**src/rtl/tmcm_pkg.sv**
```systemverilog
`default_nettype none
package tmcm_pkg;

  localparam int unsigned TableDepthDefault = 64;
  localparam int unsigned PageBytesDefault  = 4096;

  localparam int unsigned CapW  = 43;
  localparam int unsigned AddrW = 48;
  localparam int unsigned SizeW = 42;
  localparam int unsigned CfgIdxW = 3;

  localparam logic [CapW-1:0]  CapMax       = {CapW{1'b1}};
  localparam logic [CapW-1:0]  FastCapRst   = 43'd17179869184;
  localparam logic [CapW-1:0]  SharedCapRst = 43'd4294967296;
  localparam logic [CapW-1:0]  SystemCapRst = 43'd137438953472;
  localparam logic [CapW-1:0]  StorageCapRst = 43'd2199023255552;
  localparam logic [AddrW-1:0] AddrBaseRst  = 48'd4294967296;

  localparam logic [CfgIdxW-1:0] RegFast    = 3'd0;
  localparam logic [CfgIdxW-1:0] RegShared  = 3'd1;
  localparam logic [CfgIdxW-1:0] RegSystem  = 3'd2;
  localparam logic [CfgIdxW-1:0] RegStorage = 3'd3;
  localparam logic [CfgIdxW-1:0] RegBase    = 3'd4;

  localparam logic [2:0] KindAlloc   = 3'd0;
  localparam logic [2:0] KindFree    = 3'd1;
  localparam logic [2:0] KindMigrate = 3'd2;
  localparam logic [2:0] KindPromote = 3'd3;
  localparam logic [2:0] KindDemote  = 3'd4;

  localparam logic [1:0] StOk       = 2'd0;
  localparam logic [1:0] StNoSpace  = 2'd1;
  localparam logic [1:0] StNotFound = 2'd2;
  localparam logic [1:0] StFull     = 2'd3;

  typedef enum logic [2:0] {
    S_IDLE, S_SCAN, S_EXEC, S_OUT
  } state_e;

  typedef struct packed {
    logic start;
    logic scan;
    logic exec;
  } cmd_t;

  typedef struct packed {
    logic scan_done;
  } sts_t;

  function automatic logic [7:0] dev_of(input logic [1:0] t);
    case (t)
      2'd0:    dev_of = 8'd0;
      2'd1:    dev_of = 8'd1;
      default: dev_of = 8'hFF;
    endcase
  endfunction

endpackage
`default_nettype wire

```
**src/rtl/tmcm_ctrl.sv**
```systemverilog
`default_nettype none
module tmcm_ctrl
  import tmcm_pkg::*;
(
  input  wire logic clk_i,
  input  wire logic rst_ni,
  input  wire logic in_valid,
  output logic      in_ready,
  output logic      out_valid,
  input  wire logic out_ready,
  input  wire sts_t sts_i,
  output cmd_t      cmd_o
);

  state_e state_q, state_d;

  always_ff @(posedge clk_i or negedge rst_ni) begin
    if (!rst_ni) state_q <= S_IDLE;
    else state_q <= state_d;
  end

  always_comb begin
    state_d = state_q;
    case (state_q)
      S_IDLE: if (in_valid) state_d = S_SCAN;
      S_SCAN: if (sts_i.scan_done) state_d = S_EXEC;
      S_EXEC: state_d = S_OUT;
      S_OUT:  if (out_ready) state_d = S_IDLE;
      default: state_d = S_IDLE;
    endcase
  end

  always_comb begin
    in_ready   = (state_q == S_IDLE);
    out_valid  = (state_q == S_OUT);
    cmd_o.start = (state_q == S_IDLE) && in_valid;
    cmd_o.scan  = (state_q == S_SCAN);
    cmd_o.exec  = (state_q == S_EXEC);
  end

endmodule
`default_nettype wire

```
**config.mk**
```make
export PLATFORM = sky130hd
export DESIGN_NAME = tmcm_ctrl
export DESIGN_NICKNAME = d
export VERILOG_FILES = /design/src/rtl/tmcm_pkg.sv /design/src/rtl/tmcm_ctrl.sv
export SDC_FILE = /design/constraint.sdc
export NUM_CORES = 1
export LEC_CHECK = 0
export BUFFER_PORTS_ARGS = -buffer_cell sky130_fd_sc_hd__buf_2
export CAP_MARGIN = 10
export CORE_AREA = 2 2 39 41
export DETAILED_ROUTE_END_ITERATION = 6
export DIE_AREA = 0 0 41 43
export PLACE_DENSITY_LB_ADDON = 0.3
export SKIP_CTS_REPAIR_TIMING = 1
export SLEW_MARGIN = 20
export SYNTH_ARGS = -nofsm -noshare
export SYNTH_HDL_FRONTEND = slang
export SYNTH_SLANG_ARGS = --single-unit
```
**constraint.sdc**
```tcl
create_clock -name clk_i -period 2.9 [get_ports clk_i]
set_input_delay 0.145 -clock clk_i [delete_from_list [all_inputs] [get_ports clk_i]]
set_output_delay 0.145 -clock clk_i [all_outputs]
set_load 0.005 [all_outputs]
```
==> impl_metrics.json <==
{
  "port_buffers": 9,
  "fillers": 157,
  "grt_antenna_before_repair": 0,
  "die_y_um": 43,
  "setup_tns_ps": 0,
  "grt_pass1_wl_um": 545,
  "crit_chain": "inv_1 -> ha_1 -> a222oi_1 -> mux2_1",
  "largest_reg_flops": 2,
  "p_leak_nw": 0.174,
  "drv_slew": 0,
  "ys_ff_latch": 2,
  "min_period_ps": 1670,
  "clock_path_buffers": 2,
  "regMostFlops": "state_q",
  "crit_buf_inv": 1,
  "crit_fanout": 5,
  "design.portCount": 10,
  "setup_viol": 0,
  "cts_max_level": 1,
  "powerDensity_mw_per_mm2": 931,
  "coreArea_sq_mm": 0.00138,
  "rr_startpoint": "state_q[1]",
  "routed_wl_um": 361,
  "drt_iter0_drc": 4,
  "drc": 0,
  "syn_inst": 18,
  "syn_avg_cell_area_sq_um": 10.5,
  "start_kind": "flip-flop",
  "crit_end": "state_q[1]",
  "slew-limit-headroom": 0.696,
  "cts.sinks": 2,
  "fin_util": 0.207,
  "holdWs_ps": 230,
  "status": "finished, final reports clean",
  "clk_latency_ps": 220,
  "dp_cells": 43,
  "r2r-end": "state_q[1]",
  "max_stage_delay_ps": 480,
  "crit_required_ps": 3000,
  "initial_core_util": 0.137,
  "reg.largest.list": "state_q x2",
  "cts_made_buffers": 3,
  "grt_pass1_vias": 150,
  "ff2ff_setup_slack_ps": 1230,
  "dieArea_sq_mm": 0.00176,
  "endpoint_kind": "flip-flop",
  "tightest_slew_ps": 456,
  "critPathArrivalTime_ps": 1770,
  "cts_root_buf": "clkbuf_4",
  "seq_area_frac_synth": 0.265,
  "clock_skew_ps": 1.78,
  "globalplace.congestion": 0.614,
  "cts_tree": "done",
  "vias_per_cell": 3.38,
  "final_cell_mix": "9 x buf_2, 6 x ha_1, 5 x inv_1",
  "hold_viol": 0,
  "globalRouteOverflowTotal": 0,
  "power.total_mw": 0.267,
  "via_count": 159,
  "grt_setup_unrepaired": "false",
  "ys_types": 8,
  "ant_nets": 0,
  "ir_worst_vdd_uv": 366,
  "timing.final.crit_share": 0.574,
  "crit_cells": 4,
  "die_x_um": 41,
  "antenna_cells": 0,
  "dp_hpwl_um": 293,
  "crit_start": "state_q[1]",
  "max_cap_violations": 0,
  "rows": 14,
  "critical-path-top-delay-family": "compound AO/OA/AOI/OAI gates",
  "area_growth_pct": 51.7,
  "yosysWarnings": 0,
  "stdcell_count": 47,
  "clk_pin_slew_worst_paths_ps": 30,
  "reg2reg_depth": 4,
  "final_common_cell": "buf_2",
  "syn_area_sq_um": 189,
  "synth_fp_nets": 29,
  "grt_max_degree": 6,
  "routedWlPerCell_um": 7.68,
  "drive_gt1_frac": 0.387,
  "dr.pass1.iters": 4,
  "hp-class": "in2async",
  "nets": 44,
  "max_freq_mhz": 600,
  "worstSetupPathType": "reg2reg",
  "grt_usage": 0.0502,
  "slowest_stage": "a222oi_1"
}
worst register-to-register path, cell delays in order, from the launching register on:
cell      delay, ps
dfrtp_1         400
inv_1           100
ha_1            200
a222oi_1        480
mux2_1          370
area by class of cell:
cell class / count / area (sq um) / share of cell area
clock buffers: 3 / 22.5 / 0.0786
inverters: 5 / 18.8 / 0.0655
multi-input cells: 11 / 120 / 0.419
flip-flops and latches: 2 / 50.0 / 0.175
well taps: 16 / 20.0 / 0.0699
repair buffers: 10 / 55.1 / 0.192
cell families (layout without fill, tap and decap cells):
group | Yosys count | after routing | synth area share
AO/OA/AOI/OAI | 2 | 2 | 0.0927
adder cells (fa/ha/maj) | 6 | 6 | 0.397
buffers and inverters | 5 | 18 | 0.0993
flip-flops | 2 | 2 | 0.265
multiplexers | 2 | 2 | 0.113
AND/OR/NAND/NOR | 1 | 1 | 0.0331
metal layers:
layer  vias to the layer above  global-route usage  wire, um
met5                         -                   0         0
met1                        65              0.0514       167
li1                         84                   -         -
met3                         0              0.0314        54
met4                         0              0.0600         0
met2                        10              0.0594       139
cell usage after synthesis:
library cell	instances	area share
a222oi_1	1	0.053
and2_1	1	0.033
dfrtp_1	2	0.26
ha_1	6	0.40
inv_1	5	0.099
mux2_1	1	0.060
mux2i_1	1	0.053
o21bai_1	1	0.040
worst min path at each step:
stage                     slack, ps         end
after CTS                      -310  state_q[0]
final                           230  state_q[0]
after detailed placement        -70  state_q[0]
after global placement          -70  state_q[0]
after global routing            230  state_q[1]
after floorplan                -150  state_q[0]
metrics by stage:
| step | worst slack, ps | cell area, sq um |
|---|---|---|
| finish | 1230 | 287 |
| global route | 1080 | 287 |
| CTS | 1210 | 277 |
| detailed placement | 1220 | 254 |
| global placement | 1200 | 254 |
| floorplan | 1320 | 189 |
power breakdown:
| group | leakage, nW | internal [mW] | switching (mW) |
|---|---|---|---|
| Sequential | 0.0238 | 0.0442 | 0.0174 |
| Combinational | 0.136 | 0.0745 | 0.0689 |
| Clock | 0.0138 | 0.0457 | 0.0161 |
| Total | 0.174 | 0.164 | 0.102 |
(Power assumes the default switching activity.)
